==> config.mk <==
export PLATFORM = sky130hd
export DESIGN_NAME = hida_ctrl
export DESIGN_NICKNAME = d
export VERILOG_FILES = /design/src/hida_pkg.sv /design/src/hida_ctrl.sv
export SDC_FILE = /design/constraint.sdc
export NUM_CORES = 1
export LEC_CHECK = 0
export BUFFER_PORTS_ARGS = -buffer_cell sky130_fd_sc_hd__buf_2
export CAP_MARGIN = 10
export CORE_AREA = 2 2 39 41
export DETAILED_ROUTE_END_ITERATION = 10
export DIE_AREA = 0 0 41 43
export GPL_TIMING_DRIVEN = 0
export MAX_ROUTING_LAYER = met4
export PLACE_DENSITY = 0.64
export REMOVE_ABC_BUFFERS = 1
export SKIP_LAST_GASP = 1
export SYNTH_ARGS = -nofsm -noshare
export SYNTH_HDL_FRONTEND = slang
export SYNTH_SLANG_ARGS = --single-unit
==> constraint.sdc <==
create_clock -name i_clk -period 2.5 [get_ports i_clk]
set_input_delay 0.5 -clock i_clk [delete_from_list [all_inputs] [get_ports i_clk]]
set_output_delay 0.5 -clock i_clk [all_outputs]
set_load 0.02 [all_outputs]
==> src/hida_pkg.sv <==
// Package for the handle id allocator table.
// Holds the item structs, action codes and the controller/datapath command and status types.
// No dependencies.
package hida_pkg;

    // Action codes carried in the action field of an input item.
    localparam logic [2:0] ACT_CREATE  = 3'd0;
    localparam logic [2:0] ACT_CLOSE   = 3'd1;
    localparam logic [2:0] ACT_LOOKUP  = 3'd2;
    localparam logic [2:0] ACT_REVERSE = 3'd3;
    localparam logic [2:0] ACT_CLEAR   = 3'd4;

    // One request item.
    typedef struct packed {
        logic [2:0]  action;
        logic [31:0] object_ref;
        logic [8:0]  handle_id;
    } t_in_item;

    // One result item.
    typedef struct packed {
        logic        ok;
        logic [8:0]  result_id;
        logic [31:0] result_ref;
    } t_out_item;

    // Commands from the controller to the datapath.
    typedef struct packed {
        logic load;
        logic scan_start;
        logic scan;
        logic sweep_start;
        logic sweep;
        logic finish;
    } t_dp_cmd;

    // Status from the datapath to the controller.
    typedef struct packed {
        logic [2:0] action;
        logic       full;
        logic       key_null;
        logic       hid_ok;
        logic       hit;
        logic       miss_done;
        logic       sweep_last;
        logic       out_free;
    } t_dp_stat;

endpackage

==> src/hida_ctrl.sv <==
// Controller of the handle id allocator table: sequences accept, decode,
// scan, clearing sweep and result write.
// Depends on hida_pkg.
module hida_ctrl
    import hida_pkg::*;
(
    input  logic     i_clk,
    input  logic     i_rst_n,
    input  logic     i_in_valid,
    output logic     o_in_stall,
    input  t_dp_stat i_stat,
    output t_dp_cmd  o_cmd
);

    typedef enum logic [4:0] {
        S_IDLE   = 5'b00001,
        S_DECODE = 5'b00010,
        S_SCAN   = 5'b00100,
        S_CLEAR  = 5'b01000,
        S_FINISH = 5'b10000
    } t_state;

    t_state r_state, n_state;
    logic   r_clr_item, n_clr_item;

    // Next state and commands.
    always_comb begin
        n_state    = r_state;
        n_clr_item = r_clr_item;
        o_cmd      = '0;
        case (r_state)
            S_IDLE: begin
                if (i_in_valid) begin
                    o_cmd.load = 1'b1;
                    n_state    = S_DECODE;
                end
            end
            S_DECODE: begin
                case (i_stat.action)
                    ACT_CREATE: begin
                        if (i_stat.full || i_stat.key_null) begin
                            n_state = S_FINISH;
                        end else begin
                            o_cmd.scan_start = 1'b1;
                            n_state          = S_SCAN;
                        end
                    end
                    ACT_CLOSE, ACT_LOOKUP: begin
                        if (!i_stat.hid_ok) begin
                            n_state = S_FINISH;
                        end else begin
                            o_cmd.scan_start = 1'b1;
                            n_state          = S_SCAN;
                        end
                    end
                    ACT_REVERSE: begin
                        if (i_stat.key_null) begin
                            n_state = S_FINISH;
                        end else begin
                            o_cmd.scan_start = 1'b1;
                            n_state          = S_SCAN;
                        end
                    end
                    ACT_CLEAR: begin
                        o_cmd.sweep_start = 1'b1;
                        n_clr_item        = 1'b1;
                        n_state           = S_CLEAR;
                    end
                    default: begin
                        n_state = S_FINISH;
                    end
                endcase
            end
            S_SCAN: begin
                o_cmd.scan = 1'b1;
                if (i_stat.hit || i_stat.miss_done) begin
                    n_state = S_FINISH;
                end
            end
            S_CLEAR: begin
                o_cmd.sweep = 1'b1;
                if (i_stat.sweep_last) begin
                    n_clr_item = 1'b0;
                    n_state    = r_clr_item ? S_FINISH : S_IDLE;
                end
            end
            S_FINISH: begin
                if (i_stat.out_free) begin
                    o_cmd.finish = 1'b1;
                    n_state      = S_IDLE;
                end
            end
            default: begin
                n_state = S_IDLE;
            end
        endcase
    end

    // State registers; reset starts with a sweep of the valid bits.
    always_ff @(posedge i_clk) begin
        if (!i_rst_n) begin
            r_state    <= S_CLEAR;
            r_clr_item <= 1'b0;
        end else begin
            r_state    <= n_state;
            r_clr_item <= n_clr_item;
        end
    end

    assign o_in_stall = (r_state != S_IDLE);

endmodule

==> results of run 1 <==
power by group through the flow:
stage | Combinational (mW) | Sequential (mW) | Clock, mW
global route | 0.0756 | 0.110 | 0.100
floorplan | 0.0448 | 0.109 | 0
finish | 0.0679 | 0.109 | 0.0885
CTS | 0.0683 | 0.109 | 0.0936
detailed placement | 0.0680 | 0.111 | 0
global placement | 0.0671 | 0.111 | 0
area by class of cell:
type,count,share of cell area
multi-input cells,41,0.515
flip-flops and latches,6,0.217
repair buffers,19,0.172
clock buffers,3,0.0406
well taps,16,0.0361
inverters,3,0.0203
cell usage in the layout (no fill, tap or decap), drive strengths merged:
master and n:
dfxtp 6, or2 1, nor4 1, buf 19, nand3b 2, nor2 6, and3 1, mux2 1
a31oi 2, o21ai 3, mux2i 1, o211a 1, o221a 1, a21oi 1, nor3 3, or3 2
nor2b 1, o21bai 1, nor3b 3, o211ai 1, nand2 4, o31ai 1, clkbuf 3, nor4b 1
a2111oi 1, o21a 1, nand2b 1, inv 3
logic make-up (layout without fill, tap and decap cells):
logic type,after synthesis,in the layout,synth area share
compound gates,13,13,0.258
buf+inv,3,25,0.0270
simple gates,26,26,0.375
flops,6,6,0.288
mux,2,2,0.0511
routing by layer:
layer	vias up	routed length (µm)	global-route usage
met2	11	486	0.231
met4	0	0	0.0600
met3	0	51	0.0157
met1	201	444	0.159
li1	235	-	-
met5	-	0	-
sequential cells by signal (all words and copies together) (netlist names):
signal	flops
r_clr_item	1
r_state	5
path summary, 6_finish.rpt:
kind | endpoint | slack, ns | cells after the start
max reg2reg | r_state[0]$_SDFFE_PN0P_ | 1.04 | 5
max | o_cmd[4] | 0.38 | 4
min | r_clr_item$_SDFFE_PN0P_ | 0.51 | 1
min reg2reg | r_clr_item$_SDFFE_PN0P_ | 0.51 | 1
==> impl_summary.md, run 1 <==
Detailed routing
After detailed routing, the number of remaining DRC violations is 0. The iteration count of the initial detailed-routing pass is 3. The post-route antenna net violation count is 0. After the first detailed-routing iteration, the DRC count stood at 2. In the routed layout, each cell is associated on average with a via count of 5.08. Dividing the detail-routed wire length by the instance count gives 11.1 µm. The routed design has 981 µm of wire.

The number of vias in the routed layout is 447.

Run status
The run finished with clean final reports.

Yosys
The number of distinct library cell variants in the gate-level netlist after synthesis is 28. Counting flops with an async set or reset pin after synthesis yields a share of 0. The synthesized flop and latch total is 6. The netlist area before placement is 417 µm².

The number of warnings issued by yosys is 0. The number of instances in the synthesized netlist is 50. Counting instances in the post-synthesis netlist gives the leading cell types as 6 x dfxtp_1, 6 x nor2_1, 4 x nand2_1. The commonest register cell after synthesis is dfxtp_1. After synthesis, the mean cell area works out to 8.33 µm².

The share of synthesized area in the top cell type comes to 0.288. The cell taking the most area after synthesis is dfxtp_1. After synthesis, the cell types taking the most area are dfxtp_1 29%, nor3b_2 6.0%, nor2_1 5.4%, o221a_4 4.8%, nor3_1 3.6%.

Counting flops with a built-in enable in the synthesized netlist gives 0. Of the synthesized area, sequential elements account for 0.288.

Power and ir drop
Summed over all cells, the static leakage comes to 0.264 nW. The highest ir drop seen on vdd is 0.198 mV. The share of total power dissipated in combinational logic is 0.256. The part of the total power dissipated in the clock network is 0.333. Of the total power, registers draw 0.411. The cell internal power dissipation is 0.187 mW. Summed over all nets, the switching power comes to 0.0790 mW.

The total power density per cell area is 479 mW/mm². Of the total power, the share spent switching nets is 0.297. The total design power is 0.266 mW.

Clock tree
The CTS tree is built. The root buffer cell chosen for the clock tree is clkbuf_4. The quantity of hold-fixing buffers added after cts is 0. The clock reaches the later pin of the worst-skew pair after 0.24 ns. The maximum buffer depth of the clock tree is 2. In this run the number of H-tree levels came out at 1.

The clock net sink count is 6. Clock-pin slew was measured on the worst setup and hold paths at 0.05 ns. The number of clock buffers added by TritonCTS is 3. The post-CTS setup buffer count is 0. The number of gates resized after CTS was 0.

Place
The routability-driven placement congestion ratio is 0.713. The number of buffers inserted by port buffering is 19. The instance area after placement is 532 µm². Counting tap cells, the placed design contains a total of 85 instances. Detailed placement ended at an HPWL of 835 µm. The post-placement worst setup slack is 0.424 ns.

Worst setup path
The worst setup path is launched from a flip-flop. Walking the worst path, the cells encountered are nor3_1, nand3b_1, a2111oi_2, buf_2. In this run the critical register-to-register path is launched from r_state[3]$_SDFFE_PN1P_. The largest single stage delay on the critical path is 0.38 ns. STA puts the critical path data required time at 2.00 ns. The most critical setup path has its startpoint at r_state[4]$_SDFFE_PN0P_. The worst setup path is captured at an output pin. Along the worst path, the maximum fanout reaches 8.

At the worst endpoint, the arrival time is 1.62 ns. The worst setup path category is flip-flop to output pin. Together, buffers and inverters on the worst path number 1. The cell family with the largest share of critical-path delay is simple AND/OR/NAND/NOR gates. The slowest library cell on the worst path is dfxtp_1.

Floorplanning
The region available for standard cell placement spans 0.00138 mm². The die area is 0.00176 mm². In this run the vertical extent of the chip is 43 µm. The die is 41 µm wide. The starting utilization of the core area is 0.301.

20 I/O pins were placed. The count of standard-cell rows is 14.

Timing
The final-layout setup total negative slack is 0 ns. Setup violations remaining at the end of the flow were counted as 0. The worst-case headroom to the max-slew limit is 0.788. Setup repair after global routing left no endpoint under its margin. The final count of pins violating max slew came to 0. For this run, the top clock speed supported by timing is 472 MHz. For the pin with the worst max-slew slack, the measured transition is 0.317 ns. The count of endpoints failing hold in the final timing report is 0. On the final layout, the worst hold slack is 0.508 ns. The final worst slack is 0.380 ns. The final period demand of the worst path is 2.12 ns.

Clock skew on the completed layout was measured at 0.00982 ns. The share of the cycle needed by the critical path after routing is 0.848.

Finish
The area overhead of the layout relative to synthesis is 33.0%. The non-filler instance count after layout is 88. At the end of the flow the core is filled with cells to 0.401. The sequential standard cell area is 120 µm². The number of inserted filler cells in the final layout is 145. The area of all placed cells without fillers is 554 µm². The ratio of cells with drive above 1 in the final layout is 0.403. 0 antenna diodes ended up in the layout.

The number of nets in the layout is 87. The multi-input combinational cells in the finished layout cover a total of 285 µm².

GRT
Entering global routing, the biggest net connects 9 pins. The via count of the first global-routing pass is 440. In the global route stage, overall resource usage came out at 0.139.

The residual overflow from global routing is 0. The number of antenna violations at the first check in global routing was 0. The first global-routing pass estimated 1690 µm of wire.

Min path
The path class of the tightest hold or removal check is flip-flop to flip-flop. The worst min-delay path startpoint is r_clr_item$_SDFFE_PN0P_.

Job
The tool flagged a number of max-cap violations equal to 0.
(Power assumes the default switching activity.)
==> run 2, diff against run 1 <==
==> constraint.sdc (replaced) <==
create_clock -name i_clk -period 2 [get_ports i_clk]
set_input_delay 0.4 -clock i_clk [delete_from_list [all_inputs] [get_ports i_clk]]
set_output_delay 0.4 -clock i_clk [all_outputs]
set_load 0.02 [all_outputs]
==> impl_summary.md, run 2 (synthesis results as in run 1) <==
Timing
The worst-case headroom to the max-slew limit is 0.782 (-0.00621). Setup repair after global routing could not meet its margin everywhere. The clock skew came to 0.00948 ns (-0.000337 ns). The count of endpoints failing hold in the final timing report came to 0 (unchanged). The minimum hold slack is 0.424 ns (-0.0843 ns). The worst-margin pin slew came to 0.318 ns (+0.000826 ns).

For this run, the top clock speed supported by timing is 518 MHz. The final setup violation count was 0 (unchanged). The final count of pins violating max slew is 0 (unchanged). The final-layout setup total negative slack is 0 ns (unchanged). The share of the cycle needed by the critical path after routing is 0.966.

After layout, the minimum clock period comes to 1.93 ns.

Floorplanning
The vertical die dimension came to 43 µm (unchanged). The die span in x is 41 µm (unchanged). The count of standard-cell rows is 14 (unchanged).

The core box area is 0.00138 mm² (unchanged). The count of boundary I/O pins is 20 (unchanged). The die area came to 0.00176 mm² (unchanged). The starting utilization of the core area is 0.301 (unchanged).

Power and ir drop
The total power density per cell area is 572 mW/mm² (+20%). The total design power is 0.337 mW (+27%). The highest ir drop seen on vdd is 0.243 mV (+23%). The static leakage came to 0.268 nW (+1.6%).

Worst setup path
The data required time at the worst endpoint was 1.60 ns (-0.40 ns). The highest net fanout along the worst path is 8 (unchanged). The type of origin of the critical path is a flip-flop. The cell family with the largest share of critical-path delay is simple AND/OR/NAND/NOR gates. The slowest stage of the critical path is the or3_1 cell.

The setup path with the least slack is of type flip-flop to output pin. The critical path data arrival time is 1.53 ns (-0.09 ns). The number of buffer and inverter stages on the critical path is 1 (unchanged). Walking the worst path, the cells encountered are or3_1, nor3b_2, and3_4, buf_4. The kind of capture point of the worst setup path is an output pin. The largest incremental delay on the critical path is 0.39 ns (about the same).

Finish
Leaving out fill and tap cells, the most frequent cells in the layout are 17 x buf_2, 6 x nor2_1, 5 x dfxtp_1, 4 x nand2_1. The number of flip-flops in the largest register was 5 (unchanged). r_state holds more flip-flops than any other register. The ratio of cells with drive above 1 in the final layout is 0.438 (+0.0356). The sequential standard cell area was 121 µm² (+1.0%). The non-filler instance count after layout is 89 (+1.1%). The area occupied by multi-input gates was 307 µm² (+7.5%). The number of inserted diodes is 0 (unchanged). The number of inserted filler cells in the final layout is 144 (-0.69%). The number of nets in the layout was 88 (+1.1%). The most frequent standard cell in the layout excluding fill and tap cells is buf_2.

The largest registers in the layout are r_state: 5 flops, r_clr_item: 1 flops. Relative to the synthesized area, the layout overhead comes to 41.4%.

Run status
The run finished with clean final reports.

Detailed routing
The average wire length per cell after detail routing came to 11.4 µm (+2.2%). The residual DRC count is 0 (unchanged). The iteration count of the initial detailed-routing pass is 3 (unchanged).

The via density per instance is 5.17 (+1.8%). The number of vias in the routed layout is 460 (+2.9%). The post-route antenna net violation count is 0 (unchanged). The aggregate routed wire length is 1010 µm (+3.4%). The violation count after the first detailed-route iteration came to 3 (+1).

GRT
The maximum number of pins on one net before global-route repair is 9 (unchanged). The residual overflow from global routing is 0 (unchanged). The number of antenna violations at the first check in global routing is 0 (unchanged).

The global-route wire length before repair was 1710 µm (+1.2%). The overall global routing resource usage came to 0.140 (+0.00103). The via count of the first global-routing pass is 448 (+1.8%).

Place
The cell count after placement came to 85 (unchanged). The detailed-placement wirelength estimate is 835 µm (unchanged). The number of buffers inserted by port buffering is 19 (unchanged). The routability-driven placement congestion ratio is 0.713 (unchanged).

Clock tree
The quantity of hold-fixing buffers added after cts came to 0 (unchanged). The clock net sink count is 6 (unchanged). TritonCTS built the clock tree. The clock network latency to the later pin of the worst-skew pair is 0.24 ns (about the same). The total clock buffers created by CTS came to 3 (unchanged). The maximum buffer depth of the clock tree came to 2 (unchanged). The CTS clock-pin slew for the worst setup and hold paths is 0.04 ns (about the same). The root buffer cell chosen for the clock tree is clkbuf_4. The level count of the clock H-tree is 1 (unchanged).

Min path
The min-delay analysis places its worst path in the category input port to flip-flop.

Job
The number of max-cap violations came to 0 (unchanged).
## run 2: cell count changes in the layout (fill, tap and decap cells not counted)
cell / previous run / this run
buf_4: 0 / 3
buf_2: 19 / 17
a2111oi_2: 1 / 0
a2111oi_4: 0 / 1
and3_2: 1 / 0
and3_4: 0 / 1
dfxtp_1: 6 / 5
dfxtp_2: 0 / 1
nor3_1: 3 / 2
nor3_2: 0 / 1
## run 2: cell type report
cell class / instances / share of cell area
Clock buffer: 3 / 0.0382
Inverter: 3 / 0.0191
Multi-Input combinational cell: 41 / 0.520
Sequential cell: 6 / 0.206
Tap cell: 16 / 0.0340
Timing Repair Buffer: 20 / 0.183
## run 2: what timing repair did
item,in CTS,in global routing
setup buffers,1,0
endpoints found under the setup margin,2,2
hold endpoints to repair,0,0
cloned,0,0
pin swaps,1,2
gates resized for setup,3,3
## run 2: per-stage QoR
step / instance area (µm²) / utilization / worst slack [ns]
finish: 589 / 0.426 / 0.0686
detailed placement: 532 / 0.384 / 0.124
floorplan: 417 / - / 0.267
global placement: 532 / 0.384 / 0.130
global route: 589 / 0.426 / -0.00550
CTS: 578 / 0.418 / 0.0246
## run 2: where the power goes
part	internal, mW	total [mW]	switching (mW)
clock network	0.0678	0.111	0.0430
logic	0.0401	0.0888	0.0488
registers	0.127	0.138	0.0102
total	0.235	0.337	0.102
## run 2: path summary, 6_finish.rpt
check / depth (start not counted) / from / slack (ns) / endpoint
setup / recovery: 4 / r_state[4]$_SDFFE_PN0P_ / 0.07 / o_cmd[2]
hold / removal: 2 / i_rst_n / 0.42 / r_state[2]$_SDFFE_PN0P_
setup reg to reg: 5 / r_state[3]$_SDFFE_PN1P_ / 0.54 / r_state[0]$_SDFFE_PN0P_
hold reg to reg: 1 / r_clr_item$_SDFFE_PN0P_ / 0.51 / r_clr_item$_SDFFE_PN0P_
## run 2: metal layers
| layer | vias up | global-route usage | part of all wire |
|---|---|---|---|
| met2 | 11 | 0.234 | 0.51 |
| li1 | 237 | - | - |
| met3 | 0 | 0.0157 | 0.050 |
| met1 | 212 | 0.159 | 0.44 |
| met4 | 0 | 0.0600 | 0 |
| met5 | - | - | 0 |
==> run 3, diff against run 2 <==
--- a/config.mk
+++ b/config.mk
@@ -5,14 +5,18 @@
 export SDC_FILE = /design/constraint.sdc
 export NUM_CORES = 1
 export LEC_CHECK = 0
+export ABC_AREA = 0
 export BUFFER_PORTS_ARGS = -buffer_cell sky130_fd_sc_hd__buf_2
 export CAP_MARGIN = 10
-export CORE_AREA = 2 2 39 41
+export CELL_PAD_IN_SITES_DETAIL_PLACEMENT = 1
+export CELL_PAD_IN_SITES_GLOBAL_PLACEMENT = 1
+export CORE_MARGIN = 1
+export CORE_UTILIZATION = 29
 export DETAILED_ROUTE_END_ITERATION = 10
-export DIE_AREA = 0 0 41 43
 export GPL_TIMING_DRIVEN = 0
+export HOLD_SLACK_MARGIN = 0.15
 export MAX_ROUTING_LAYER = met4
-export PLACE_DENSITY = 0.64
+export PLACE_DENSITY = 0.78
 export REMOVE_ABC_BUFFERS = 1
 export SKIP_LAST_GASP = 1
 export SYNTH_ARGS = -nofsm -noshare
==> impl_summary.md, run 3 (synthesis results as in run 1) <==
Finish
The area of all placed cells without fillers is 614 µm² (+4.2%). The number of flip-flops in the largest register is 5 (unchanged). The number of inserted filler cells in the final layout is 166 (+15%).

In the final layout, the registers with the most flip-flops are r_state: 5 flops, r_clr_item: 1 flops. The sequential standard cell area is 125 µm² (+3.1%). The number of inserted diodes came to 0 (unchanged).

In the layout the commonest cells are 17 x buf_2, 6 x nor2_1, 4 x nand2_1, 4 x dfxtp_1. The ratio of cells with drive above 1 in the final layout came to 0.473 (+0.0346). The number of nets in the layout was 89 (+1.1%). Leaving out fill and tap cells, the most frequent cell in the layout is buf_2. The area occupied by multi-input gates is 318 µm² (+3.7%). From synthesis to final layout, the design area changed by 47.4%. The top register by number of flip-flops is r_state.

Detailed routing
The aggregate routed wire length is 1160 µm (+14%). The iteration count of the initial detailed-routing pass is 4 (+1). Routed signal wires occupy layers up through met3.

The detailed-routing wirelength on met1 is 536 µm (+20%). The average wire length per cell after detail routing is 13.0 µm (+14%). The post-route antenna net violation count was 0 (unchanged).

The violation count after the first detailed-route iteration is 2 (-1). The via density per instance is 5.18 (+0.22%). The residual DRC count is 0 (unchanged). The number of vias in the routed layout was 461 (+0.22%). The met3 wire length was 80 µm (+57%). The routed wire length on met2 came to 538 µm (+4.7%).

Place
The routability-driven placement congestion ratio is 0.743 (+4.1%). The post-placement worst setup slack is 0.135 ns (+0.0109 ns). The detailed-placement wirelength estimate is 883 µm (+5.7%). The number of buffers inserted by port buffering came to 19 (unchanged). The instance area after placement is 531 µm² (-0.24%).

Power and ir drop
The total design power is 0.349 mW (+3.4%). The static leakage was 0.280 nW (+4.6%). The highest ir drop seen on vdd is 0.404 mV (+66%). The total power density per cell area is 568 mW/mm² (-0.80%).

Min path
The min-delay analysis places its worst path in the category input port to flip-flop. The hold-critical path depth was 2 (unchanged).

GRT
The residual overflow from global routing came to 0 (unchanged). The number of antenna violations at the first check in global routing was 0 (unchanged). The maximum number of pins on one net before global-route repair is 9 (unchanged). The overall global routing resource usage is 0.193 (+0.0526).

The via count of the first global-routing pass is 441 (-1.6%). The global-route wire length before repair was 1960 µm (+14%).

Worst setup path
The data required time at the worst endpoint is 1.60 ns (about the same). The highest net fanout along the worst path is 4 (-4). The worst setup path is captured at an output pin. The worst setup path is of the flip-flop to output pin kind.

The critical path data arrival time is 1.55 ns (+0.02 ns). The logic depth of the worst register-to-register path is 5 (unchanged). The worst setup path is launched from a flip-flop. The slack of the worst reg-to-reg path is 0.48 ns (-0.06 ns).

Run status
The run finished with clean final reports.

Clock tree
The clock network latency to the later pin of the worst-skew pair came to 0.25 ns (about the same). The CTS clock-pin slew for the worst setup and hold paths came to 0.05 ns (about the same). The total clock buffers created by CTS is 3 (unchanged). TritonCTS built the clock tree.

The clock tree root driver cell is clkbuf_4. The level count of the clock H-tree came to 1 (unchanged). The maximum buffer depth of the clock tree is 2 (unchanged). The quantity of hold-fixing buffers added after cts is 0 (unchanged). The clock net sink count is 6 (unchanged).

Job
The number of max-cap violations is 0 (unchanged).

Timing
The final setup violation count was 0 (unchanged). The worst-case headroom to the max-slew limit is 0.750 (-0.0315). The final worst slack came to 0.0518 ns (-0.0168 ns). The final-layout setup total negative slack is 0 ns (unchanged).

The share of the cycle needed by the critical path after routing is 0.974 (+0.00840). The count of endpoints failing hold in the final timing report came to 0 (unchanged). The worst-margin pin slew is 0.364 ns (+0.0460 ns). The clock skew came to 0.00365 ns (-0.00584 ns). Setup repair after global routing left no endpoint under its margin. The highest clock rate is 513 MHz (-0.86%). The final period demand of the worst path is 1.95 ns (+0.0168 ns).

The final count of pins violating max slew came to 0 (unchanged).

Floorplanning
The die span in x is 39.9 µm (-2.7%). The core box area is 0.00132 mm² (-4.8%). The count of standard-cell rows is 13 (-1). The starting utilization of the core area came to 0.316 (+0.0152). The count of boundary I/O pins is 20 (unchanged).

The die area is 0.00159 mm² (-9.7%). The vertical die dimension came to 39.9 µm (-7.2%).
[run 3: changes by cell type in the layout (fill, tap and decap cells not counted)]
cell     before  now
nor3b_4       0    1
or3_1         2    1
dfxtp_4       0    1
or3_4         0    1
buf_6         0    1
nor3b_2       2    1
dfxtp_1       5    4
[run 3: per-layer routing]
metal / up-vias / GRT usage
met2: 13 / 0.286
met1: 210 / 0.244
met4: 0 / 0.0259
li1: 238 / -
met5: - / -
met3: 0 / 0.0852
[run 3: power by group]
part           leakage [nW]  internal [mW]  switching (mW)
clock network        0.0138         0.0680          0.0455
logic                 0.216         0.0454          0.0532
registers            0.0504          0.127         0.00973
total                 0.280          0.240           0.108
[run 3: final cells by class]
cell class,instances,share of cell area
clock buffer,3,0.0367
inverter,3,0.0183
tap,15,0.0305
timing repair buffer,21,0.193
sequential,6,0.204
multi-input combinational,41,0.517
[run 3: final timing paths]
kind                                 from                       to
setup / recovery  r_state[0]$_SDFFE_PN0P_                 o_cmd[2]
hold / removal                    i_rst_n  r_state[2]$_SDFFE_PN0P_
setup reg to reg  r_state[3]$_SDFFE_PN1P_  r_state[0]$_SDFFE_PN0P_
hold reg to reg   r_clr_item$_SDFFE_PN0P_  r_clr_item$_SDFFE_PN0P_
[run 3: critical path, stage by stage, from the launching register on]
cell and delay [ns]:
dfxtp_1 0.33, or3_4 0.41, nor3b_4 0.22, and3_4 0.23
buf_6 0.12
[run 3: timing repair]
| action | CTS | global route |
|---|---|---|
| setup endpoints to repair | 2 | 2 |
| gates resized for setup | 4 | 7 |
| buffers inserted | 0 | 2 |
| pin swaps | 1 | 4 |
[run 3: per-stage QoR]
| stage | instances | utilization | hold WS, ns |
|---|---|---|---|
| after global placement | 84 | 0.403 | 0.484 |
| after global routing | 89 | 0.466 | 0.419 |
| after CTS | 87 | 0.429 | 0.400 |
| after detailed placement | 84 | 0.403 | 0.491 |
| final | 89 | 0.466 | 0.412 |
| after floorplan | 50 | - | 0.472 |
